$ cat config.mk
export PLATFORM = sky130hd
export DESIGN_NAME = nmea_sentence_framer_top
export DESIGN_NICKNAME = d
export VERILOG_FILES = /design/src/rtl/core/nsf_pkg.sv /design/src/rtl/core/nsf_front.sv /design/src/rtl/core/nsf_queue.sv /design/src/rtl/core/nsf_back.sv /design/src/rtl/core/nmea_sentence_framer_top.sv
export SDC_FILE = /design/constraint.sdc
export NUM_CORES = 1
export LEC_CHECK = 0
export BUFFER_PORTS_ARGS = -buffer_cell sky130_fd_sc_hd__buf_2
export CAP_MARGIN = 20
export CELL_PAD_IN_SITES_DETAIL_PLACEMENT = 1
export CELL_PAD_IN_SITES_GLOBAL_PLACEMENT = 2
export CORE_MARGIN = 8
export CORE_UTILIZATION = 35
export CTS_BUF_LIST = sky130_fd_sc_hd__clkbuf_4
export CTS_CLUSTER_SIZE = 28
export DETAILED_ROUTE_END_ITERATION = 12
export PLACE_DENSITY = 0.73
export SETUP_SLACK_MARGIN = 0.3
export SLEW_MARGIN = 20
export SYNTH_ARGS = -nofsm -noshare
export SYNTH_HDL_FRONTEND = slang
export SYNTH_SLANG_ARGS = --single-unit
$ cat constraint.sdc
create_clock -name clk -period 2.9 [get_ports clk]
set_input_delay 0.58 -clock clk [delete_from_list [all_inputs] [get_ports clk]]
set_output_delay 0.58 -clock clk [all_outputs]
set_load 0.02 [all_outputs]
$ cat src/rtl/core/nsf_pkg.sv
// Shared types and constants for the NMEA sentence framer.
// No dependencies; imported by every module of the framer.
`timescale 1ns / 1ps

package nsf_pkg;

  // Framing phase of the back end
  typedef enum logic [1:0] {
    PH_WAIT = 2'd0,
    PH_DATA = 2'd1,
    PH_CSUM = 2'd2
  } phase_t;

  localparam logic [7:0] CH_DOLLAR = 8'h24;  // '$'
  localparam logic [7:0] CH_CR     = 8'h0D;
  localparam logic [7:0] CH_LF     = 8'h0A;
  localparam logic [7:0] CH_STAR   = 8'h2A;  // '*'
  localparam logic [7:0] CH_COMMA  = 8'h2C;  // ','
  localparam logic [7:0] CH_FIX_A  = 8'h41;  // 'A'

  localparam logic [39:0] ID_RESET = 40'h4750474C4C;  // "GPGLL"
  localparam int unsigned ID_CHARS = 5;

  localparam logic [3:0] FIELD_MAX = 4'd15;

  // Queue between classifier and framer
  localparam int unsigned QDEPTH = 2;

  // One classified character
  typedef struct packed {
    logic [7:0] ch;
    logic       is_dollar;
    logic       is_star;
    logic       is_lf;
    logic       is_cr;
    logic       is_comma;
    logic       is_a;
    logic       hex_ok;
    logic [3:0] hex_val;
  } sym_t;

endpackage

$ cat src/rtl/core/nsf_front.sv
// Front end: takes received characters and classifies them into sym_t.
// Depends on nsf_pkg.
`timescale 1ns / 1ps

module nsf_front (
  input  logic          in_valid,
  output logic          in_ready,
  input  logic [7:0]    in_rx_byte,
  input  logic          q_full,
  output logic          q_push,
  output nsf_pkg::sym_t q_wdata
);
  import nsf_pkg::*;

  logic       hex_ok;
  logic [3:0] hex_val;

  // hex digit decode, either case
  always_comb begin
    hex_ok  = 1'b1;
    hex_val = in_rx_byte[3:0];
    if (in_rx_byte >= 8'h30 && in_rx_byte <= 8'h39) begin
      hex_val = in_rx_byte[3:0];
    end else if ((in_rx_byte >= 8'h41 && in_rx_byte <= 8'h46) ||
                 (in_rx_byte >= 8'h61 && in_rx_byte <= 8'h66)) begin
      hex_val = in_rx_byte[3:0] + 4'd9;
    end else begin
      hex_ok  = 1'b0;
      hex_val = 4'd0;
    end
  end

  always_comb begin
    q_wdata.ch        = in_rx_byte;
    q_wdata.is_dollar = (in_rx_byte == CH_DOLLAR);
    q_wdata.is_star   = (in_rx_byte == CH_STAR);
    q_wdata.is_lf     = (in_rx_byte == CH_LF);
    q_wdata.is_cr     = (in_rx_byte == CH_CR);
    q_wdata.is_comma  = (in_rx_byte == CH_COMMA);
    q_wdata.is_a      = (in_rx_byte == CH_FIX_A);
    q_wdata.hex_ok    = hex_ok;
    q_wdata.hex_val   = hex_val;
  end

  assign in_ready = !q_full;
  assign q_push   = in_valid && !q_full;

endmodule

$ cat src/rtl/core/nsf_queue.sv
// Short FIFO of classified characters between front and back ends.
// Depends on nsf_pkg.
`timescale 1ns / 1ps

module nsf_queue (
  input  logic          clk,
  input  logic          rst_n,
  input  logic          push,
  input  nsf_pkg::sym_t wdata,
  output logic          full,
  input  logic          pop,
  output logic          rvalid,
  output nsf_pkg::sym_t rdata
);
  import nsf_pkg::*;

  localparam int unsigned PTRW = (QDEPTH > 1) ? $clog2(QDEPTH) : 1;
  localparam int unsigned CNTW = $clog2(QDEPTH + 1);

  sym_t            mem_r [QDEPTH];
  logic [PTRW-1:0] wr_ptr_r, wr_ptr_nxt;
  logic [PTRW-1:0] rd_ptr_r, rd_ptr_nxt;
  logic [CNTW-1:0] count_r, count_nxt;

  function automatic logic [PTRW-1:0] ptr_inc(input logic [PTRW-1:0] p);
    if (p == PTRW'(QDEPTH - 1)) begin
      return '0;
    end else begin
      return p + PTRW'(1);
    end
  endfunction

  always_comb begin
    wr_ptr_nxt = push ? ptr_inc(wr_ptr_r) : wr_ptr_r;
    rd_ptr_nxt = pop ? ptr_inc(rd_ptr_r) : rd_ptr_r;
    count_nxt  = count_r;
    if (push && !pop) begin
      count_nxt = count_r + CNTW'(1);
    end else if (!push && pop) begin
      count_nxt = count_r - CNTW'(1);
    end
  end

  always_ff @(posedge clk) begin
    if (!rst_n) begin
      wr_ptr_r <= '0;
      rd_ptr_r <= '0;
      count_r  <= '0;
    end else begin
      wr_ptr_r <= wr_ptr_nxt;
      rd_ptr_r <= rd_ptr_nxt;
      count_r  <= count_nxt;
    end
  end

  always_ff @(posedge clk) begin
    if (push) begin
      mem_r[wr_ptr_r] <= wdata;
    end
  end

  assign full   = (count_r == CNTW'(QDEPTH));
  assign rvalid = (count_r != '0);
  assign rdata  = mem_r[rd_ptr_r];

  a_count_bound: assert property (@(posedge clk) disable iff (!rst_n)
    count_r <= CNTW'(QDEPTH))
    else $error("queue count beyond depth");

  a_no_underflow: assert property (@(posedge clk) disable iff (!rst_n)
    pop |-> rvalid)
    else $error("pop from empty queue");

  a_count_track: assert property (@(posedge clk) disable iff (!rst_n)
    (push && !pop) |=> (count_r == $past(count_r) + CNTW'(1)))
    else $error("queue count lost a push");

endmodule

$ cat src/rtl/core/nsf_back.sv
// Back end: sentence framing state, checksum and id checks, result register.
// Depends on nsf_pkg.
`timescale 1ns / 1ps

module nsf_back #(
  parameter int unsigned MAX_LEN = 128
) (
  input  logic          clk,
  input  logic          rst_n,
  input  logic          cfg_we,
  input  logic [39:0]   cfg_data,
  input  logic          q_rvalid,
  input  nsf_pkg::sym_t q_rdata,
  output logic          q_pop,
  output logic          out_valid,
  input  logic          out_ready,
  output logic [7:0]    out_echo_byte,
  output logic [3:0]    out_field_index,
  output logic          out_in_sentence,
  output logic          out_sentence_end,
  output logic          out_checksum_ok,
  output logic          out_sentence_accepted,
  output logic          out_fix_active,
  output logic          out_overflow
);
  import nsf_pkg::*;

  localparam int unsigned PW = $clog2(MAX_LEN + 1);
  localparam int unsigned HIST = 7;

  phase_t      phase_r, phase_nxt;
  logic [7:0]  xor_r, xor_nxt;
  logic [PW-1:0] pos_r, pos_nxt;
  logic        idm_r, idm_nxt;
  logic [3:0]  cc_r, cc_nxt;
  logic [39:0] sentence_id_r;
  sym_t        hist_r [HIST];

  logic        out_valid_r;
  logic [7:0]  echo_r;
  logic [3:0]  fidx_r, fidx_nxt;
  logic        insent_r, insent_nxt;
  logic        end_r, end_nxt;
  logic        ck_r, ck_nxt;
  logic        acc_r, acc_nxt;
  logic        fix_r, fix_nxt;
  logic        ovf_r, ovf_nxt;

  sym_t        c;
  logic        in_open;
  logic        len_over;
  logic [7:0]  id_byte;
  logic        id_slot;

  assign c        = q_rdata;
  assign q_pop    = q_rvalid && (!out_valid_r || out_ready);
  assign in_open  = (phase_r == PH_DATA) || (phase_r == PH_CSUM);
  assign len_over = (pos_r >= PW'(MAX_LEN));
  assign id_slot  = (pos_r >= PW'(1)) && (pos_r <= PW'(ID_CHARS));

  always_comb begin
    case (pos_r)
      PW'(1):  id_byte = sentence_id_r[39:32];
      PW'(2):  id_byte = sentence_id_r[31:24];
      PW'(3):  id_byte = sentence_id_r[23:16];
      PW'(4):  id_byte = sentence_id_r[15:8];
      default: id_byte = sentence_id_r[7:0];
    endcase
  end

  // next phase
  always_comb begin
    phase_nxt = phase_r;
    unique case (phase_r)
      PH_DATA: begin
        if (len_over) begin
          phase_nxt = PH_WAIT;
        end else if (c.is_star) begin
          phase_nxt = PH_CSUM;
        end
      end
      PH_CSUM: begin
        if (len_over || c.is_lf) begin
          phase_nxt = PH_WAIT;
        end
      end
      default: begin
        phase_nxt = c.is_dollar ? PH_DATA : PH_WAIT;
      end
    endcase
  end

  // datapath and result fields
  always_comb begin
    xor_nxt    = xor_r;
    pos_nxt    = pos_r;
    idm_nxt    = idm_r;
    cc_nxt     = cc_r;
    fidx_nxt   = 4'd0;
    insent_nxt = 1'b0;
    end_nxt    = 1'b0;
    ck_nxt     = 1'b0;
    acc_nxt    = 1'b0;
    fix_nxt    = 1'b0;
    ovf_nxt    = 1'b0;
    if (!in_open) begin
      if (c.is_dollar) begin
        xor_nxt    = 8'd0;
        pos_nxt    = PW'(1);
        idm_nxt    = 1'b1;
        cc_nxt     = 4'd0;
        insent_nxt = 1'b1;
      end
    end else begin
      insent_nxt = 1'b1;
      if (len_over) begin
        ovf_nxt = 1'b1;
      end else begin
        pos_nxt = pos_r + PW'(1);
        if (phase_r == PH_DATA) begin
          if (c.is_star) begin
            if (pos_r <= PW'(ID_CHARS)) begin
              idm_nxt = 1'b0;
            end
          end else begin
            xor_nxt = xor_r ^ c.ch;
            if (id_slot && (id_byte != c.ch)) begin
              idm_nxt = 1'b0;
            end
            if (c.is_comma && (cc_r != FIELD_MAX)) begin
              cc_nxt = cc_r + 4'd1;
            end
          end
        end else if (c.is_lf) begin
          end_nxt = 1'b1;
          ck_nxt  = hist_r[3].is_star && hist_r[0].is_cr &&
                    hist_r[2].hex_ok && hist_r[1].hex_ok &&
                    ({hist_r[2].hex_val, hist_r[1].hex_val} == xor_r);
          acc_nxt = ck_nxt && idm_r;
          fix_nxt = acc_nxt && hist_r[6].is_a;
        end
      end
      fidx_nxt = cc_nxt;
    end
  end

  always_ff @(posedge clk) begin
    if (!rst_n) begin
      sentence_id_r <= ID_RESET;
    end else if (cfg_we) begin
      sentence_id_r <= cfg_data;
    end
  end

  always_ff @(posedge clk) begin
    if (!rst_n) begin
      phase_r <= PH_WAIT;
      xor_r   <= '0;
      pos_r   <= '0;
      idm_r   <= 1'b1;
      cc_r    <= '0;
      for (int i = 0; i < HIST; i++) begin
        hist_r[i] <= '0;
      end
    end else if (q_pop) begin
      phase_r <= phase_nxt;
      xor_r   <= xor_nxt;
      pos_r   <= pos_nxt;
      idm_r   <= idm_nxt;
      cc_r    <= cc_nxt;
      hist_r[0] <= c;
      for (int i = 1; i < HIST; i++) begin
        hist_r[i] <= hist_r[i-1];
      end
    end
  end

  always_ff @(posedge clk) begin
    if (!rst_n) begin
      out_valid_r <= 1'b0;
    end else if (q_pop) begin
      out_valid_r <= 1'b1;
    end else if (out_ready) begin
      out_valid_r <= 1'b0;
    end
  end

  always_ff @(posedge clk) begin
    if (q_pop) begin
      echo_r   <= c.ch;
      fidx_r   <= fidx_nxt;
      insent_r <= insent_nxt;
      end_r    <= end_nxt;
      ck_r     <= ck_nxt;
      acc_r    <= acc_nxt;
      fix_r    <= fix_nxt;
      ovf_r    <= ovf_nxt;
    end
  end

  assign out_valid             = out_valid_r;
  assign out_echo_byte         = echo_r;
  assign out_field_index       = fidx_r;
  assign out_in_sentence       = insent_r;
  assign out_sentence_end      = end_r;
  assign out_checksum_ok       = ck_r;
  assign out_sentence_accepted = acc_r;
  assign out_fix_active        = fix_r;
  assign out_overflow          = ovf_r;

  a_accept_needs_ck: assert property (@(posedge clk) disable iff (!rst_n)
    (out_valid_r && acc_r) |-> (ck_r && end_r))
    else $error("sentence accepted without matching checksum");

  a_fix_needs_accept: assert property (@(posedge clk) disable iff (!rst_n)
    (out_valid_r && fix_r) |-> acc_r)
    else $error("fix flagged on a rejected sentence");

  a_end_or_ovf: assert property (@(posedge clk) disable iff (!rst_n)
    (out_valid_r && (end_r || ovf_r)) |-> (insent_r && !(end_r && ovf_r)))
    else $error("sentence end and overflow on the same byte");

  a_end_closes: assert property (@(posedge clk) disable iff (!rst_n)
    (q_pop && (end_nxt || ovf_nxt)) |=> (phase_r == PH_WAIT))
    else $error("framing still open after sentence end");

endmodule

$ cat src/rtl/core/nmea_sentence_framer_top.sv
// NMEA sentence framer top level: classifier, queue and framing back end.
// out_valid rises once an accepted character has passed the queue entry and
// then the result register; its result transaction completes when out_ready is high.
// Throughput: one character per cycle, set by the framing update, while out_ready drains results.
// A 2-entry queue lets the input keep going while a result waits to be taken.
// Reset (rst_n low, synchronous) empties the queue, drops the pending result,
// returns framing to waiting for '$' and restores the id to "GPGLL".
`timescale 1ns / 1ps

module nmea_sentence_framer_top #(
  parameter int unsigned MAX_LEN = 128
) (
  input  logic        clk,
  input  logic        rst_n,
  // configuration: five id characters, first in bits 39..32
  input  logic        cfg_we,
  input  logic [39:0] cfg_data,
  // received characters
  input  logic        in_valid,
  output logic        in_ready,
  input  logic [7:0]  in_rx_byte,
  // tagged echo of every character
  output logic        out_valid,
  input  logic        out_ready,
  output logic [7:0]  out_echo_byte,
  output logic [3:0]  out_field_index,
  output logic        out_in_sentence,
  output logic        out_sentence_end,
  output logic        out_checksum_ok,
  output logic        out_sentence_accepted,
  output logic        out_fix_active,
  output logic        out_overflow
);
  import nsf_pkg::*;

  // front to queue
  logic q_full;
  logic q_push;
  sym_t q_wdata;

  // queue to back
  logic q_pop;
  logic q_rvalid;
  sym_t q_rdata;

  // Front end: a transaction is taken whenever the queue has room; the
  // character is decoded once here (delimiters, hex digit, status 'A').
  nsf_front u_front (
    .in_valid   (in_valid),
    .in_ready   (in_ready),
    .in_rx_byte (in_rx_byte),
    .q_full     (q_full),
    .q_push     (q_push),
    .q_wdata    (q_wdata)
  );

  // Queue decouples input acceptance from output back-pressure.
  nsf_queue u_queue (
    .clk    (clk),
    .rst_n  (rst_n),
    .push   (q_push),
    .wdata  (q_wdata),
    .full   (q_full),
    .pop    (q_pop),
    .rvalid (q_rvalid),
    .rdata  (q_rdata)
  );

  // Back end: framing phase, running XOR, id compare and the result register.
  // It pops one character per cycle while the result register is free or
  // being drained.
  nsf_back #(
    .MAX_LEN (MAX_LEN)
  ) u_back (
    .clk                   (clk),
    .rst_n                 (rst_n),
    .cfg_we                (cfg_we),
    .cfg_data              (cfg_data),
    .q_rvalid              (q_rvalid),
    .q_rdata               (q_rdata),
    .q_pop                 (q_pop),
    .out_valid             (out_valid),
    .out_ready             (out_ready),
    .out_echo_byte         (out_echo_byte),
    .out_field_index       (out_field_index),
    .out_in_sentence       (out_in_sentence),
    .out_sentence_end      (out_sentence_end),
    .out_checksum_ok       (out_checksum_ok),
    .out_sentence_accepted (out_sentence_accepted),
    .out_fix_active        (out_fix_active),
    .out_overflow          (out_overflow)
  );

endmodule
# Yosys cells after proc, flatten, opt, wreduce, memory -nomap -nowiden
# Memories as Yosys holds them, arrays and structs flattened. A register that Yosys moved wholly into a read port is not among the register bits.
# Cells that the tools add are included.
# W data, S select, Z words.
# classes
n_addsub	7
mul	0
n_div	0
n_lt_le_gt_ge	9
eq_ne	23
shifts	0
muxes	55
bitwise	10
reduce_logical	35
# ops
cell	count
$mux W19	7
$mux W8	8
$mux W4	8
$pmux W8 S4	1
$mux W1	25
$eq A8 B6 Y1 const B	3
$eq A8 B2 Y1 const B	2
$eq A8 B4 Y1 const B	2
$ge A8 B7 Y1 const B	2
$le A8 B7 Y1 const B	2
$logic_and A1 B1 Y1	16
$mux W2	5
$add A8 B1 Y8 const B	1
$eq A8 B1 Y1 const B	1
$eq A8 B3 Y1 const B	1
$eq A8 B7 Y1 const B	1
$eq A8 B8 Y1	1
$ge A8 B1 Y1 const B	1
$ge A8 B6 Y1 const B	1
$ge A8 B8 Y1 const B	1
$le A8 B3 Y1 const B	1
$le A8 B6 Y1 const B	1
$ne A2 B2 Y1 const B	4
$ne A8 B8 Y1	1
24 further kinds	43
# word_totals
ff_bits	86
latchBits	0
ramBits	171
mem_bits_ro	0
input_bits	53
output_inout_bits	20
elab_cells	159
n_memories	2
# memory_table
name	depth	word_bits	read_ports	rd_ports_with_merged_regs	wr	line_no	rtl
u_back.hist_r	7	19	7	0	7	nsf_back.sv:37	sym_t hist_r [HIST];
u_queue.mem_r	2	19	1	1	1	nsf_queue.sv:20	sym_t mem_r [QDEPTH];

# Longest topological paths before layout
# logic_depth
word_depth	9
mapped_depth	11
mapped_depth_nobuf	9

# Cells and area by module
# A second synthesis with hierarchy kept.
# hier_totals
cells_unflattened	556
hier_area_um2	6566.3
# by_module_without_submodules
mod	n_inst	cells_per_inst	area_per_inst_um2	seq_area_each_um2
nsf_back	1	424	4619.4	2632.5
nsf_queue	1	81	1592.8	1241.2
nsf_front	1	51	354.1	0.0

# Least setup slack after synthesis
# No wires, ideal clock.
# synth_path
path_kind	reg-to-reg
startpoint	reg u_back.pos_r[0]
endpoint	reg u_back.idm_r
setup_time_ns	0.074
arrival_time_ns	2.251
required_ns	2.826
setup_slack_ns	0.575
stages_incl_launch_ff	12
path_buffers	2
synth_period_minus_slack_ns	2.325
cell_sequence	dfxtp_1 inv_1 ha_1 clkbuf_1 nor4_1 or4_4 buf_6 a22oi_1 xnor2_1 nor4_1 a21oi_1 a31oi_1
# synth_between
elab_chain_cells	6
word_cells_on_any_way	15
cone_classes	order compare: 3; eq/ne: 8; mux: 1; reduce/logical: 3
# synth_lines
element	line_no	rtl
start, declared	nsf_back.sv:33	logic [PW-1:0] pos_r, pos_nxt;
start signal, assigned	nsf_back.sv:168	pos_r <= pos_nxt;
$eq A8 B3 Y1, or another cell as far along	nsf_back.sv:62	case (pos_r)
$pmux W8 S4	nsf_back.sv:62	
$ne A8 B8 Y1	nsf_back.sv:127	if (id_slot && (id_byte != c.ch)) begin
$logic_and A1 B1 Y1	nsf_back.sv:127	
$ne A3 B2 Y1 (no line)	n/a	
$reduce_and A6 Y1 (no line) (*)	n/a	
end signal, assigned	nsf_back.sv:169	idm_r <= idm_nxt;
end, declared	nsf_back.sv:34	logic idm_r, idm_nxt;
# Mark *: on every way between the ends. The rest lies on a longest branch, timed or not.
# A chain may end at the register's enable or synchronous reset.

# Worst setup path after layout
# layout_path
startpoint	reg u_back.pos_r[4]
endpoint	reg u_back.idm_r
# The elaborated chain is that of the path after synthesis.

==> metrics.yaml <==
starting_density_of_the_core_pct: 35.4
clock_tree.htree_level_count: 4
worst_reg_to_reg_setup_slack_ns: 0.47
mostFrequentLayoutCell: "sky130_fd_sc_hd__edfxtp_1"
final_max_slew_viol_count: 0
route.final.wire_length_um: 15300
netlist_instances: 562
timing.clock.skew_ns: 0.0197
post_route_cells_drive_above_1_share_pct: 20.3
synth_ff_type: "sky130_fd_sc_hd__edfxtp_1"
final_nets: 705
tightest_slew_ns: 0.907
floorplan.core_area_sq_mm: 0.0186
count_of_vias_placed_by_the_detailed_router: 4405
drt-initial-drc-count: 164
min_delay_path_depth: 3
path_cells: "or4_4 -> or4_4 -> a22oi_1 -> xnor2_1 -> nor4_1 -> a21oi_1 -> a31oi_1"
grt_start_max_net_pins: 42
die-width_um: 153
finalHoldViolations: 0
cts-root-buf: "sky130_fd_sc_hd__clkbuf_4"
cts_num_sinks: 152
met3WireLength_um: 521
slowest_stage: "sky130_fd_sc_hd__or4_4"
mostFrequentLayoutCells: "sky130_fd_sc_hd__edfxtp_1, sky130_fd_sc_hd__buf_2, sky130_fd_sc_hd__dfxtp_1"
start_kind: "flip-flop"
track_usage_pct: 13.3
post_cts_hold_buffer_count: 0
critical-path-max-stage-delay_ns: 0.59
crit_top_cell: "sky130_fd_sc_hd__or4_4"
drcViolationCount: 0
regToRegEndpoint: "u_back.idm_r"
yosys.cell_types.count: 45
wl_met2_um: 7260
finalSetupViolations: 0
hold-path-endpoint: "u_back.sentence_id_r[34]"
globalRouteOverflowTotal: 0
drtAntennaViolNets: 0
final.setup.tns_ns: 0
synth_async_sr_flop_share_pct: 0
clk_latency_ns: 0.55
yosysWarnings: 0
power.total_mw: 5.90
postLayoutCellArea_sq_mm: 0.00754
antenna_found_initial: 1
maxCapViolCount: 0
rr_startpoint: "u_back.pos_r[4]"
cts_buffer_depth: 2
achievable-frequency_mhz: 411
area.growth.synth_to_final_pct: 14.5
synth-edff-count: 83
worstSetupEndpointType: "flip-flop"
required_time_of_the_critical_path_ns: 3.39
core.rowCount: 50
critPathMaxFanout: 8
pwr_density_cell_mw_per_mm2: 783
hold_path.class: "input port to flip-flop"
hp-start: "cfg_data[34]"
cts.reportedPaths.clkPinSlew_ns: 0.15
worst-r2r-cell-count: 7
die_outline_area_sq_mm: 0.0235
fin_crit_sh_pct: 83.8
cts-buffers-inserted: 17
routed_wl_per_cell_um: 17.3
fillCellCount: 2029
placed_area_sq_mm: 0.00724
syn-num-nets: 630
finalWeightedCongestion: 0.789
synth.top_cell.area_share_pct: 37.8
period_needed_ns: 2.43
timing_worst_setup_path_type: "flip-flop to flip-flop"
tritoncts: "built"
grt_first_pass_wirelength_um: 24900
static-leakage-power_nw: 2.99
m1WireLength_um: 7360
chipHeight_um: 153
peakVddDrop_mv: 0.350
detailedRoute.firstPassIterationCount: 4
run_status: "complete, no violations"
boundaryPins: 73
slew-limit-headroom_pct: 39.5
first_global_vias: 4776
synth_sequential_area_ratio_pct: 58.8
synth_top_cell_by_area: "sky130_fd_sc_hd__edfxtp_1"
arrival_ns: 2.92
port-buffer-count: 72
hpwl_after_detailed_placement_um: 11200
via_per_inst: 4.97
top_layer: "met4"
setup_repair_after_global_routing_missed_its_margin: "no"
dominant_cells_by_area_after_synthesis: "sky130_fd_sc_hd__edfxtp_1, sky130_fd_sc_hd__dfxtp_1, sky130_fd_sc_hd__mux2i_1, sky130_fd_sc_hd__nor2b_1, sky130_fd_sc_hd__ha_1"
synth_seq_cells: 152
post_synth_instance_area_sq_mm: 0.00659
postSynthAreaPerCell_sq_um: 11.7
hold_slack_ns: 0.231
[worst max-delay path: cells and delay by family, from the launching register on]
| family | cells | cell delay [ns] |
|---|---|---|
| xor+xnor | 1 | 0.09 |
| flops | 1 | 0.37 |
| simple gates | 3 | 1.43 |
| compound gates | 3 | 0.49 |
[metrics by stage]
step,util (%),cells,setup WS (ns)
finish,40.6,886,0.469
detailed placement,38.9,852,0.333
CTS,40.3,884,0.345
global placement,38.9,852,0.448
global route,40.6,886,0.303
floorplan,-,562,0.575
[Yosys cell counts (all sizes together), types with 2 or more instances]
cell type  number
edfxtp         83
dfxtp          69
mux2i          64
nand2          45
nor2b          31
clkbuf         26
nor2           26
and3           23
a21oi          19
o21ai          19
xnor2          19
a22oi          18
inv            17
ha             15
or3            10
and2            9
nand4           8
xor2            7
nand3           6
a21boi          5
buf             5
a222oi          4
nand2b          3
nor3            3
nor4            3
nor4b           3
or2             3
or4             3
a31oi           2
o21a            2
or4b            2
[flip-flops by register name (all words and copies together), names as in the netlist, 2 cells and up, named ones only]
signal	flops
u_back.out_field_index	4
u_back.hist_r	27
u_back.phase_r	2
u_back.out_echo_byte	8
u_queue.mem_r	38
u_back.xor_r	8
u_queue.count_r	2
u_back.pos_r	8
u_back.cc_r	4
u_back.sentence_id_r	40
[where the power goes]
part           internal (mW)  leakage (nW)  switching [mW]
combinational          0.632          1.45            1.03
clock                  0.375         0.143           0.860
sequential              2.80          1.40           0.202
total                   3.81          2.99            2.09
[cell type report]
cell class,instances,area [sq um],area share [%]
diodes,2,5.00,0.0664
clock inverters,15,131,1.74
well taps,234,293,3.88
flip-flops and latches,152,3880,51.4
clock buffers,17,128,1.69
inverters,17,63.8,0.846
repair buffers,87,485,6.44
multi-input cells,362,2560,33.9
[logic make-up (layout without fill, tap and decap cells)]
group,Yosys count,in the layout,synth area share (%)
compound gates,75,75,7.32
xor+xnor,26,26,3.46
fa+ha+maj,15,15,2.85
buf+inv,48,136,2.91
flops,152,152,58.8
mux,64,64,9.73
other cells,0,2,0
simple gates,182,182,14.9
[worst max path at each step]
stage / endpoint / slack [ns] / cells past startpoint / start
6_report: u_back.idm_r / 0.47 / 7 / u_back.pos_r[4]
5_1_grt: u_back.idm_r / 0.30 / 7 / u_back.pos_r[4]
4_1_cts: u_back.idm_r / 0.35 / 9 / u_back.pos_r[1]
3_5_place_dp: u_queue.mem_r[0][2] / 0.33 / 7 / in_rx_byte[3]
3_3_place_gp: u_queue.mem_r[0][2] / 0.45 / 7 / in_rx_byte[3]
2_1_floorplan: u_back.idm_r / 0.58 / 11 / u_back.pos_r[0]
[layer usage]
layer  vias up  GRT usage (%)
met5         -              0
met4         0           4.62
met3        16           3.47
met2        74           21.9
met1      2140           16.6
li1       2175              -
[repair_timing]
item / CTS / global route
endpoints found under the hold margin: 0 / 0
setup endpoints to repair: 0 / 1
buffers inserted: 0 / 0
resized for setup: 0 / 9
Note: power is estimated with default switching activity, not from simulation.
